File: src/sv/tlf_pkg.sv
`default_nettype none
package tlf_pkg;

   // line geometry
   localparam int LINE_LEN    = 64;
   localparam int LINE_IDX_W  = $clog2(LINE_LEN);

   // front to back character queue
   localparam int QUEUE_DEPTH = 4;
   localparam int QUEUE_PTR_W = $clog2(QUEUE_DEPTH);

   // burst buffer: room for four held stop letters plus two converted characters;
   // a flush never meets a held plus, so one byte causes at most five
   localparam int BURST_MAX   = 6;
   localparam int BURST_CNT_W = $clog2(BURST_MAX + 1);

   localparam logic [15:0] LINE_LIMIT_RESET = 16'd50;

   // character codes
   localparam logic [7:0] CHAR_S     = 8'h53;
   localparam logic [7:0] CHAR_T     = 8'h54;
   localparam logic [7:0] CHAR_O     = 8'h4F;
   localparam logic [7:0] CHAR_P     = 8'h50;
   localparam logic [7:0] CHAR_NL    = 8'h0A;
   localparam logic [7:0] CHAR_PLUS  = 8'h2B;
   localparam logic [7:0] CHAR_CARET = 8'h5E;
   localparam logic [7:0] CHAR_SPACE = 8'h20;

   // stop token length including the newline
   localparam logic [2:0] STOP_LEN = 3'd5;

   // one character moving between front, queue and back
   typedef struct packed {
      logic       vld;
      logic [7:0] data;
   } chr_type;

   // letters of the stop token by position
   function automatic logic [7:0] stop_char(input logic [2:0] idx);
      logic [7:0] c;
      case (idx)
         3'd0:    c = CHAR_S;
         3'd1:    c = CHAR_T;
         3'd2:    c = CHAR_O;
         3'd3:    c = CHAR_P;
         default: c = CHAR_NL;
      endcase
      return c;
   endfunction

endpackage
`default_nettype wire

File: src/sv/tlf_front.sv
`default_nettype none
module tlf_front (
   input  wire               clock,
   input  wire               reset,
   input  wire               req_tvalid,
   output logic              req_tready,
   input  wire  [7:0]        req_tdata,
   output tlf_pkg::chr_type  push,
   input  wire               push_ready
);

   logic       at_start_ff, at_start_in;
   logic [2:0] match_ff, match_in;
   logic       plus_ff, plus_in;
   logic       stop_ff, stop_in;
   logic [7:0] pend_ff [tlf_pkg::BURST_MAX];
   logic [7:0] pend_in [tlf_pkg::BURST_MAX];
   logic [tlf_pkg::BURST_CNT_W-1:0] cnt_ff, cnt_in;

   logic push_fire;
   logic accept;

   assign push.vld   = (cnt_ff != '0);
   assign push.data  = pend_ff[0];
   assign push_fire  = push.vld && push_ready;
   assign req_tready = (cnt_ff == '0) ||
                       (cnt_ff == tlf_pkg::BURST_CNT_W'(1) && push_fire);
   assign accept     = req_tvalid && req_tready;

   // classify the byte and build its burst of characters
   always_comb begin
      logic [7:0] c;
      logic [7:0] conv0;
      logic [7:0] conv1;
      logic [1:0] conv_n;
      logic [2:0] flush_n;
      logic       do_conv;
      logic [2:0] rel;
      logic [2:0] pos;

      at_start_in = at_start_ff;
      match_in    = match_ff;
      plus_in     = plus_ff;
      stop_in     = stop_ff;
      cnt_in      = cnt_ff;
      for (int i = 0; i < tlf_pkg::BURST_MAX; i++) pend_in[i] = pend_ff[i];

      c       = (req_tdata == tlf_pkg::CHAR_NL) ? tlf_pkg::CHAR_SPACE : req_tdata;
      conv0   = c;
      conv1   = c;
      conv_n  = 2'd0;
      flush_n = 3'd0;
      do_conv = 1'b0;
      rel     = 3'd0;
      pos     = 3'd0;

      // drain one character to the queue
      if (push_fire) begin
         for (int i = 0; i < tlf_pkg::BURST_MAX - 1; i++) pend_in[i] = pend_ff[i + 1];
         cnt_in = cnt_ff - tlf_pkg::BURST_CNT_W'(1);
      end

      if (accept && !stop_ff) begin
         if (match_ff != 3'd0) begin
            if (req_tdata == tlf_pkg::stop_char(match_ff)) begin
               // token goes on; a full token halts
               if (match_ff + 3'd1 == tlf_pkg::STOP_LEN) begin
                  stop_in  = 1'b1;
                  match_in = 3'd0;
               end else begin
                  match_in = match_ff + 3'd1;
               end
            end else begin
               // failed match: release held letters, then the byte itself
               flush_n  = match_ff;
               match_in = 3'd0;
               do_conv  = 1'b1;
            end
         end else if (at_start_ff && req_tdata == tlf_pkg::CHAR_S) begin
            match_in    = 3'd1;
            at_start_in = 1'b0;
         end else begin
            do_conv = 1'b1;
         end

         if (do_conv) begin
            at_start_in = (req_tdata == tlf_pkg::CHAR_NL);
            if (c == tlf_pkg::CHAR_PLUS) begin
               if (plus_ff) begin
                  conv0   = tlf_pkg::CHAR_CARET;
                  conv_n  = 2'd1;
                  plus_in = 1'b0;
               end else begin
                  plus_in = 1'b1;
               end
            end else if (plus_ff) begin
               conv0   = tlf_pkg::CHAR_PLUS;
               conv1   = c;
               conv_n  = 2'd2;
               plus_in = 1'b0;
            end else begin
               conv0  = c;
               conv_n = 2'd1;
            end
         end

         // burst: held letters first, then converted characters
         for (int i = 0; i < tlf_pkg::BURST_MAX; i++) begin
            pos = 3'(i);
            rel = pos - flush_n;
            if (pos < flush_n) begin
               pend_in[i] = tlf_pkg::stop_char(pos);
            end else if (rel == 3'd0) begin
               pend_in[i] = conv0;
            end else begin
               pend_in[i] = conv1;
            end
         end
         cnt_in = tlf_pkg::BURST_CNT_W'(flush_n) + tlf_pkg::BURST_CNT_W'(conv_n);
      end
   end

   always_ff @(posedge clock) begin
      if (reset) begin
         at_start_ff <= 1'b1;
         match_ff    <= 3'd0;
         plus_ff     <= 1'b0;
         stop_ff     <= 1'b0;
         cnt_ff      <= '0;
      end else begin
         at_start_ff <= at_start_in;
         match_ff    <= match_in;
         plus_ff     <= plus_in;
         stop_ff     <= stop_in;
         cnt_ff      <= cnt_in;
      end
   end

   // burst payload, no reset needed
   always_ff @(posedge clock) begin
      for (int i = 0; i < tlf_pkg::BURST_MAX; i++) pend_ff[i] <= pend_in[i];
   end

endmodule
`default_nettype wire

File: src/sv/tlf_queue.sv
`default_nettype none
module tlf_queue (
   input  wire               clock,
   input  wire               reset,
   input  tlf_pkg::chr_type  push,
   output logic              push_ready,
   output tlf_pkg::chr_type  head,
   input  wire               pop
);

   localparam int CNT_W = $clog2(tlf_pkg::QUEUE_DEPTH + 1);

   logic [7:0] slot_ff [tlf_pkg::QUEUE_DEPTH];
   logic [tlf_pkg::QUEUE_PTR_W-1:0] wr_ff, wr_in;
   logic [tlf_pkg::QUEUE_PTR_W-1:0] rd_ff, rd_in;
   logic [CNT_W-1:0] cnt_ff, cnt_in;
   logic do_push;
   logic do_pop;

   assign push_ready = (cnt_ff != CNT_W'(tlf_pkg::QUEUE_DEPTH));
   assign head.vld   = (cnt_ff != '0);
   assign head.data  = slot_ff[rd_ff];
   assign do_push    = push.vld && push_ready;
   assign do_pop     = pop && head.vld;

   // pointer and fill bookkeeping
   always_comb begin
      wr_in  = wr_ff;
      rd_in  = rd_ff;
      cnt_in = cnt_ff;
      if (do_push) begin
         wr_in = (wr_ff == tlf_pkg::QUEUE_PTR_W'(tlf_pkg::QUEUE_DEPTH - 1)) ?
                 '0 : wr_ff + tlf_pkg::QUEUE_PTR_W'(1);
      end
      if (do_pop) begin
         rd_in = (rd_ff == tlf_pkg::QUEUE_PTR_W'(tlf_pkg::QUEUE_DEPTH - 1)) ?
                 '0 : rd_ff + tlf_pkg::QUEUE_PTR_W'(1);
      end
      if (do_push && !do_pop) begin
         cnt_in = cnt_ff + CNT_W'(1);
      end else if (!do_push && do_pop) begin
         cnt_in = cnt_ff - CNT_W'(1);
      end
   end

   always_ff @(posedge clock) begin
      if (reset) begin
         wr_ff  <= '0;
         rd_ff  <= '0;
         cnt_ff <= '0;
      end else begin
         wr_ff  <= wr_in;
         rd_ff  <= rd_in;
         cnt_ff <= cnt_in;
      end
   end

   always_ff @(posedge clock) begin
      if (do_push) begin
         slot_ff[wr_ff] <= push.data;
      end
   end

endmodule
`default_nettype wire

File: src/sv/tlf_back.sv
`default_nettype none
module tlf_back (
   input  wire               clock,
   input  wire               reset,
   input  tlf_pkg::chr_type  head,
   output logic              pop,
   input  wire  [15:0]       line_limit,
   output logic              rsp_tvalid,
   input  wire               rsp_tready,
   output logic [7:0]        rsp_tdata,
   output logic              rsp_tlast
);

   localparam int IW = tlf_pkg::LINE_IDX_W;

   typedef enum logic [1:0] {
      BK_FILL = 2'b01,
      BK_EMIT = 2'b10
   } back_state_type;

   back_state_type state_ff, state_in;

   logic [7:0]    line_mem [tlf_pkg::LINE_LEN];
   logic [IW-1:0] col_ff, col_in;
   logic [IW-1:0] rd_ff, rd_in;
   logic [15:0]   lines_ff, lines_in;
   logic          halt_ff, halt_in;

   // read stage and output register
   logic       rdv_ff, rdv_in;
   logic [7:0] rdata_ff;
   logic       rlast_ff;
   logic       ov_ff, ov_in;
   logic [7:0] ochar_ff;
   logic       olast_ff;

   logic wr_en;
   logic issue;
   logic load_out;
   logic [15:0] lines_inc;

   assign pop       = (state_ff == BK_FILL) && head.vld;
   assign wr_en     = pop && !halt_ff;
   assign load_out  = rdv_ff && (!ov_ff || rsp_tready);
   assign issue     = (state_ff == BK_EMIT) && (!rdv_ff || load_out);
   assign lines_inc = lines_ff + 16'd1;

   assign rsp_tvalid = ov_ff;
   assign rsp_tdata  = ochar_ff;
   assign rsp_tlast  = olast_ff;

   // fill the line, then read it out
   always_comb begin
      state_in = state_ff;
      col_in   = col_ff;
      rd_in    = rd_ff;
      lines_in = lines_ff;
      halt_in  = halt_ff;
      case (state_ff)
         BK_FILL: begin
            if (wr_en) begin
               if (col_ff == IW'(tlf_pkg::LINE_LEN - 1)) begin
                  col_in   = '0;
                  rd_in    = '0;
                  lines_in = lines_inc;
                  halt_in  = (lines_inc >= line_limit);
                  state_in = BK_EMIT;
               end else begin
                  col_in = col_ff + IW'(1);
               end
            end
         end
         BK_EMIT: begin
            if (issue) begin
               rd_in = rd_ff + IW'(1);
               if (rd_ff == IW'(tlf_pkg::LINE_LEN - 1)) begin
                  rd_in    = '0;
                  state_in = BK_FILL;
               end
            end
         end
         default: begin
            state_in = BK_FILL;
         end
      endcase

      rdv_in = issue ? 1'b1 : (load_out ? 1'b0 : rdv_ff);
      ov_in  = load_out ? 1'b1 : (rsp_tready ? 1'b0 : ov_ff);
   end

   always_ff @(posedge clock) begin
      if (reset) begin
         state_ff <= BK_FILL;
         col_ff   <= '0;
         rd_ff    <= '0;
         lines_ff <= 16'd0;
         halt_ff  <= 1'b0;
         rdv_ff   <= 1'b0;
         ov_ff    <= 1'b0;
      end else begin
         state_ff <= state_in;
         col_ff   <= col_in;
         rd_ff    <= rd_in;
         lines_ff <= lines_in;
         halt_ff  <= halt_in;
         rdv_ff   <= rdv_in;
         ov_ff    <= ov_in;
      end
   end

   // line store: one write port, one registered read port
   always_ff @(posedge clock) begin
      if (wr_en) begin
         line_mem[col_ff] <= head.data;
      end
      if (issue) begin
         rdata_ff <= line_mem[rd_ff];
         rlast_ff <= (rd_ff == IW'(tlf_pkg::LINE_LEN - 1));
      end
   end

   always_ff @(posedge clock) begin
      if (load_out) begin
         ochar_ff <= rdata_ff;
         olast_ff <= rlast_ff;
      end
   end

endmodule
`default_nettype wire

File: src/sv/text_line_folder_with_stop_core.sv
`default_nettype none
// Channel  Direction  Handshake               Payload
// req      in         req_tvalid/req_tready   tdata[7:0] in_char
// rsp      out        rsp_tvalid/rsp_tready   tdata[7:0] out_char, tlast line_end
// csr      in         csr_valid/csr_ready     wdata[15:0] line_limit
//
// The front takes one byte per cycle if it causes at most one character and
// the queue has room; a longer burst (up to five) drains before the next byte.
// The back writes one character per cycle into the line store while the queue
// has any, then streams the line out one per cycle while rsp_tready is high.
// Synchronous active-high reset; the line store needs no clearing pass.
// A stalled rsp side backs up through the character queue to req_tready.
module text_line_folder_with_stop_core (
   input  wire         clock,
   input  wire         reset,
   input  wire         req_tvalid,
   output logic        req_tready,
   input  wire  [7:0]  req_tdata,   // [7:0] in_char
   output logic        rsp_tvalid,
   input  wire         rsp_tready,
   output logic [7:0]  rsp_tdata,   // [7:0] out_char
   output logic        rsp_tlast,   // line_end
   input  wire         csr_valid,
   output logic        csr_ready,
   input  wire  [15:0] csr_wdata    // [15:0] line_limit
);

   logic [15:0] line_limit_ff;
   tlf_pkg::chr_type push;
   tlf_pkg::chr_type head;
   logic push_ready;
   logic pop;

   // line limit register
   assign csr_ready = 1'b1;

   always_ff @(posedge clock) begin
      if (reset) begin
         line_limit_ff <= tlf_pkg::LINE_LIMIT_RESET;
      end else if (csr_valid && csr_ready) begin
         line_limit_ff <= csr_wdata;
      end
   end

   tlf_front u_front (
      .clock      (clock),
      .reset      (reset),
      .req_tvalid (req_tvalid),
      .req_tready (req_tready),
      .req_tdata  (req_tdata),
      .push       (push),
      .push_ready (push_ready)
   );

   tlf_queue u_queue (
      .clock      (clock),
      .reset      (reset),
      .push       (push),
      .push_ready (push_ready),
      .head       (head),
      .pop        (pop)
   );

   tlf_back u_back (
      .clock      (clock),
      .reset      (reset),
      .head       (head),
      .pop        (pop),
      .line_limit (line_limit_ff),
      .rsp_tvalid (rsp_tvalid),
      .rsp_tready (rsp_tready),
      .rsp_tdata  (rsp_tdata),
      .rsp_tlast  (rsp_tlast)
   );

endmodule
`default_nettype wire

File: config.mk
export PLATFORM = sky130hd
export DESIGN_NAME = text_line_folder_with_stop_core
export DESIGN_NICKNAME = d
export VERILOG_FILES = /design/src/sv/tlf_pkg.sv /design/src/sv/tlf_front.sv /design/src/sv/tlf_queue.sv /design/src/sv/tlf_back.sv /design/src/sv/text_line_folder_with_stop_core.sv
export SDC_FILE = /design/constraint.sdc
export NUM_CORES = 1
export LEC_CHECK = 0
export ABC_CLOCK_PERIOD_IN_PS = 6400
export BUFFER_PORTS_ARGS = -buffer_cell sky130_fd_sc_hd__buf_2
export CORE_MARGIN = 3
export CORE_UTILIZATION = 50
export CTS_CLUSTER_SIZE = 28
export DETAILED_ROUTE_END_ITERATION = 16
export GPL_TIMING_DRIVEN = 1
export PLACE_DENSITY = 0.68
export SLEW_MARGIN = 20
export SYNTH_ARGS = -nofsm -noshare
export SYNTH_HDL_FRONTEND = slang
export SYNTH_SLANG_ARGS = --single-unit
File: constraint.sdc
create_clock -name clock -period 6.4 [get_ports clock]
set_input_delay 0.96 -clock clock [delete_from_list [all_inputs] [get_ports clock]]
set_output_delay 0.96 -clock clock [all_outputs]
set_load 0.005 [all_outputs]
=== Word-level counts from Yosys, hierarchy flattened ===
Memories as Yosys holds them, arrays and structs flattened. A register that Yosys moved wholly into a read port is not among the register bits.
Index checks and enable logic that the tools add are counted.

* Register bits after elaboration: 75
* RAM bits: 592
* Input port bits: 29
* Output and inout port bits: 12
* Word-level logic and storage cells: 183
* Memories: 3

{| class="wikitable"
|+ Memory list
! name !! depth !! bits a word !! rd ports !! clocked after memory_dff !! wr ports !! RTL line !! source
|-
| u_back.line_mem || 64 || 8 || 1 || 1 || 1 || tlf_back.sv:23 || <nowiki>logic [7:0] line_mem [tlf_pkg::LINE_LEN];</nowiki>
|-
| u_front.pend_ff || 6 || 8 || 6 || 0 || 6 || tlf_front.sv:16 || <nowiki>logic [7:0] pend_ff [tlf_pkg::BURST_MAX];</nowiki>
|-
| u_queue.slot_ff || 4 || 8 || 1 || 1 || 1 || tlf_queue.sv:13 || <nowiki>logic [7:0] slot_ff [tlf_pkg::QUEUE_DEPTH];</nowiki>
|}

* $add $sub $neg: 16
* $lt $le $gt $ge: 7
* Equal/unequal tests: 21
* Multiplexer cells: 70
* Reductions and logical operators: 47

{| class="wikitable"
|+ Operators with widths
! kind !! number
|-
| two-way mux 8 bit || 19
|-
| two-way mux 48 bit || 1
|-
| two-way mux 40 bit || 1
|-
| two-way mux 3 bit || 11
|-
| two-way mux 6 bit || 5
|-
| one-hot mux 7 bit (4 select lines) || 1
|-
| logical NOT 3 bit || 8
|-
| two-way mux 2 bit || 12
|-
| two-way mux 1 bit || 18
|-
| adder 16 x 1 -> 16 bit (second input constant) || 1
|-
| greater-or-equal comparator 16 bit || 1
|-
| nonzero test 2 bit || 7
|-
| adder 6 x 1 -> 6 bit (second input constant) || 2
|-
| == test 6 bit (second input constant) || 2
|-
| logical AND 1 bit || 12
|-
| one-hot mux 6 bit (2 select lines) || 1
|-
| AND reduction 4 bit || 3
|-
| nonzero test 3 bit || 3
|-
| == test 8 x 4 -> 1 bit (second input constant) || 1
|-
| == test 8 x 6 -> 1 bit (second input constant) || 1
|-
| == test 8 x 7 -> 1 bit (second input constant) || 1
|-
| == test 8 bit || 1
|-
| adder 3 x 1 -> 3 bit (second input constant) || 2
|-
| == test 2 bit (second input constant) || 3
|-
| other kinds (21) || 44
|}

=== Depth between registers and ports, before layout ===
* Depth after elaboration: 16
* Depth in mapped cells: 17
* Depth with buffers taken out: 13

=== Modules after synthesis ===
A second synthesis with hierarchy kept.

* Cells, all modules: 1,735
* Area, all modules: 28,447.3 µm²

{| class="wikitable"
|+ By module, submodules not included
! module !! times used !! cells an instance !! area an instance (µm²) !! sequential area each (µm²)
|-
| tlf_back || 1 || 1,208 || 22,469.0 || 16,575.9
|-
| tlf_front || 1 || 383 || 3,747.3 || 1,621.6
|-
| tlf_queue || 1 || 90 || 1,634.1 || 1,141.1
|-
| text_line_folder_with_stop_core || 1 || 54 || 596.8 || 320.3
|}

=== Worst setup path before layout ===
Ideal clock, no wire load.

* Path type: register to register
* Start point: register u_front.match_ff[0]
* End point: memory u_front.pend_ff[1][2] (data pin)
* Setup time: 0.256 ns
* Arrival time: 3.887 ns
* Required time: 6.144 ns
* Path slack: 2.257 ns
* Stages on the path, launching flop included: 15
* Buffers on the path: 3
* Period minus slack after synthesis: 4.143 ns
* Cell sequence: dfxtp_1 clkbuf_1 clkinv_1 ha_1 o21bai_1 xnor2_1 or4_1 buf_2 o41ai_2 buf_4 nor2_1 ha_1 nor4b_4 mux2_4 o22a_1

{| class="wikitable"
|+ RTL lines
! what !! RTL line !! source
|-
| start: declaration || tlf_front.sv:13 || <nowiki>logic [2:0] match_ff, match_in;</nowiki>
|-
| start signal: assignment || tlf_front.sv:132 || <nowiki>match_ff <= match_in;</nowiki>
|-
| end: declaration || tlf_front.sv:16 ||
|}

==> impl_metrics.tcl <==
set metrics [dict create \
    status "finished, final reports clean" \
    fin_util_pct 56.8 \
    die-height_um 243 \
    final_cells 2499 \
    synth-async-reset-ratio_pct 0 \
    tns_ps 0 \
    grt_pass1_wl_mm 90.2 \
    postSynthAreaPerCell_um2 17.0 \
    fmax_ghz 0.218 \
    cp_max_fo 12 \
    ys_seq_area_share_pct 70.1 \
    die_area_mm2 0.0590 \
    drc 0 \
    dp_hpwl_mm 35.3 \
    worstSetupPathType "flop to flop" \
    clock-sinks 677 \
    start_kind "flop" \
    clk_pin_slew_worst_paths_ps 60 \
    fp-row-count 86 \
    fin_ws_ps 1810 \
    min_period_ps 4590 \
    worstMarginPinSlew_ps 1110 \
    most-common-layout-cells "edfxtp_1 (610), nor2_1 (167), mux4_2 (152), clkbuf_16 (77), nand2_1 (76)" \
    track_usage_pct 20.2 \
    worstPathArrival_ps 4940 \
    rsz0062_at_grt "false" \
    pin_count 41 \
    dr_total_vias 14710 \
    layout.nets 1764 \
    num_antenna_cells 0 \
    start_util_pct 50.7 \
    synth_warnings 0 \
    power.density_mw_per_mm2 402 \
    period_share_pct 71.7 \
    cts_root_buf "clkbuf_16" \
    postCtsSetupBuffers 0 \
    drt-total-wl_mm 58.8 \
    drive_above_1_share_pct 20.4 \
    grt_overflow 0 \
    final-hold-violation-count 0 \
    cp.required_ps 6750 \
    coreArea_mm2 0.0553 \
    synthesis.area_mm2 0.0280 \
    insertion_delay_ps 600 \
    syn_nets 1716 \
    setup_violations 0 \
    cts_hold_buf 0 \
    grt_max_degree 84 \
    cap_violations 0 \
    firstDrtPassIters 5 \
    first_global_vias 14810 \
    min-delay-start "u_back.rdata_ff[5]$_DFFE_PP_" \
    cts_resized 0 \
    gp_congestion 0.839 \
    ys_types 73 \
    max_slew_margin_pct 26.1 \
    skew_ps 28.5 \
    cts_max_path_buffers 3 \
    ir_drop_uv 281 \
    cts_tree "built" \
    antenna_found_initial 0 \
    syn_inst 1645 \
    numCtsBuffers 72 \
    final_common_cell "edfxtp_1" \
    placed_cells 2367 \
    hold_class "flop to flop" \
    regArea_mm2 0.0197 \
    ys.flop_type "edfxtp_1" \
    startpoint "u_front.match_ff[0]$_SDFFE_PP0P_" \
    end_kind "flop" \
    fillers 4193 \
    finalMaxSlewViolations 0 \
    power_leakage_nw 10.1 \
    htreeDepth 3 \
    area_growth_syn_to_layout_pct 12.0 \
    multiInputGateArea_mm2 0.00789 \
    io_buffers 39 \
    dp_slack_ps 1910 \
    worstReg2RegStart "u_front.match_ff[0]$_SDFFE_PP0P_" \
    viasPerCell 5.89 \
    synth_edf_count 610 \
    drt_iter0_drc 1388 \
    synth_seq_cells 677 \
    ant_nets 0 \
    die_w_um 243 \
    wl_per_cell_um 23.5 \
]
metal layers:
layer / vias to the layer above / wire length, um / track usage [%]
met5: - / 0 / 0
met2: 496 / 28600 / 32.5
met4: 0 / 1530 / 7.03
met1: 7565 / 25100 / 28.5
li1: 6552 / - / -
met3: 97 / 3610 / 3.25
critical path, cell delays in order (launching register included):
cell	delay [ps]
dfxtp_1	560
clkinv_1	440
ha_1	420
o21bai_1	180
xnor2_1	80
or4_1	600
o41ai_2	370
buf_4	260
nor2_1	110
ha_1	360
nor4b_4	470
mux2_4	340
o22a_1	150
Yosys cell counts, drive strengths merged (6+ instances only):
cell type | count | area share (%)
xor2 | 22 | 0.69
clkbuf | 56 | 0.75
a211oi | 6 | 0.16
edfxtp | 610 | 65
buf | 29 | 0.54
mux2i | 57 | 2.0
or2 | 7 | 0.16
or3 | 10 | 0.22
ha | 40 | 1.8
nand2b | 7 | 0.16
inv | 33 | 0.44
a22oi | 9 | 0.24
o211ai | 6 | 0.20
a22o | 8 | 0.25
nand2 | 77 | 1.0
nand3 | 18 | 0.32
nor4 | 8 | 0.18
and3 | 7 | 0.16
and2 | 12 | 0.28
nor2b | 12 | 0.27
a21o | 12 | 0.32
nor2 | 167 | 2.2
nand4 | 6 | 0.13
o21ai | 45 | 0.80
xnor2 | 18 | 0.56
mux4 | 152 | 12
mux2 | 9 | 0.37
dfxtp | 67 | 4.8
a21oi | 58 | 1.1
nor3 | 19 | 0.37
a221oi | 8 | 0.25
worst paths after layout:
path                            slack [ps]  cells after the start                              end
worst max-delay path                  1810                     12  u_front.pend_ff[1][2]$_DFFE_PP_
worst min-delay path                   440                      0    u_back.rsp_tdata[5]$_DFFE_PP_
worst max register to register        1810                     12  u_front.pend_ff[1][2]$_DFFE_PP_
worst min register to register         440                      0    u_back.rsp_tdata[5]$_DFFE_PP_
area by class of cell:
cell class	count	share of cell area [%]
Clock buffer	94	6.41
Inverter	35	0.419
Multi-Input combinational cell	848	25.1
Clock inverter	38	1.17
Sequential cell	677	62.7
Timing Repair Buffer	59	1.24
Tap cell	748	2.98
cell families after synthesis:
| kind of cell | after synthesis | share of synthesized area, % |
|---|---|---|
| DFF | 677 | 70.1 |
| and+or+nand+nor | 366 | 6.02 |
| muxes | 218 | 14.6 |
| AOI/OAI and AO/OA | 181 | 4.29 |
| buffers and inverters | 120 | 1.76 |
| adders and majority gates | 42 | 1.93 |
| xor gates and xnor gates | 40 | 1.25 |
| other | 1 | 0.0134 |
power by group:
group	switching (mW)	internal [mW]	leakage [nW]	total, mW
sequential	0.153	6.24	6.08	6.40
combinational	1.60	0.478	2.83	2.08
clock	1.68	2.47	1.16	4.15
metrics by stage:
| step | cell area [um2] | hold WS, ps | power [mW] |
|---|---|---|---|
| floorplan | 28000 | 400 | 7.66 |
| global placement | 29000 | 408 | 8.45 |
| detailed placement | 29000 | 412 | 8.59 |
| CTS | 31400 | 438 | 12.7 |
| global route | 31400 | 443 | 13.1 |
| finish | 31400 | 442 | 12.6 |
sequential cells by signal, summed over array words and instances (netlist names), 2 cells and up, named ones only:
| register | count |
|---|---|
| line_limit_ff | 16 |
| u_back.col_ff | 6 |
| u_back.line_mem | 512 |
| u_back.lines_ff | 16 |
| u_back.rd_ff | 6 |
| u_back.rdata_ff | 8 |
| u_back.rsp_tdata | 8 |
| u_back.state_ff | 2 |
| u_front.cnt_ff | 3 |
| u_front.match_ff | 3 |
| u_front.pend_ff | 48 |
| u_queue.cnt_ff | 3 |
| u_queue.rd_ff | 2 |
| u_queue.slot_ff | 32 |
| u_queue.wr_ff | 2 |
Power figures use the tool's default switching activity.
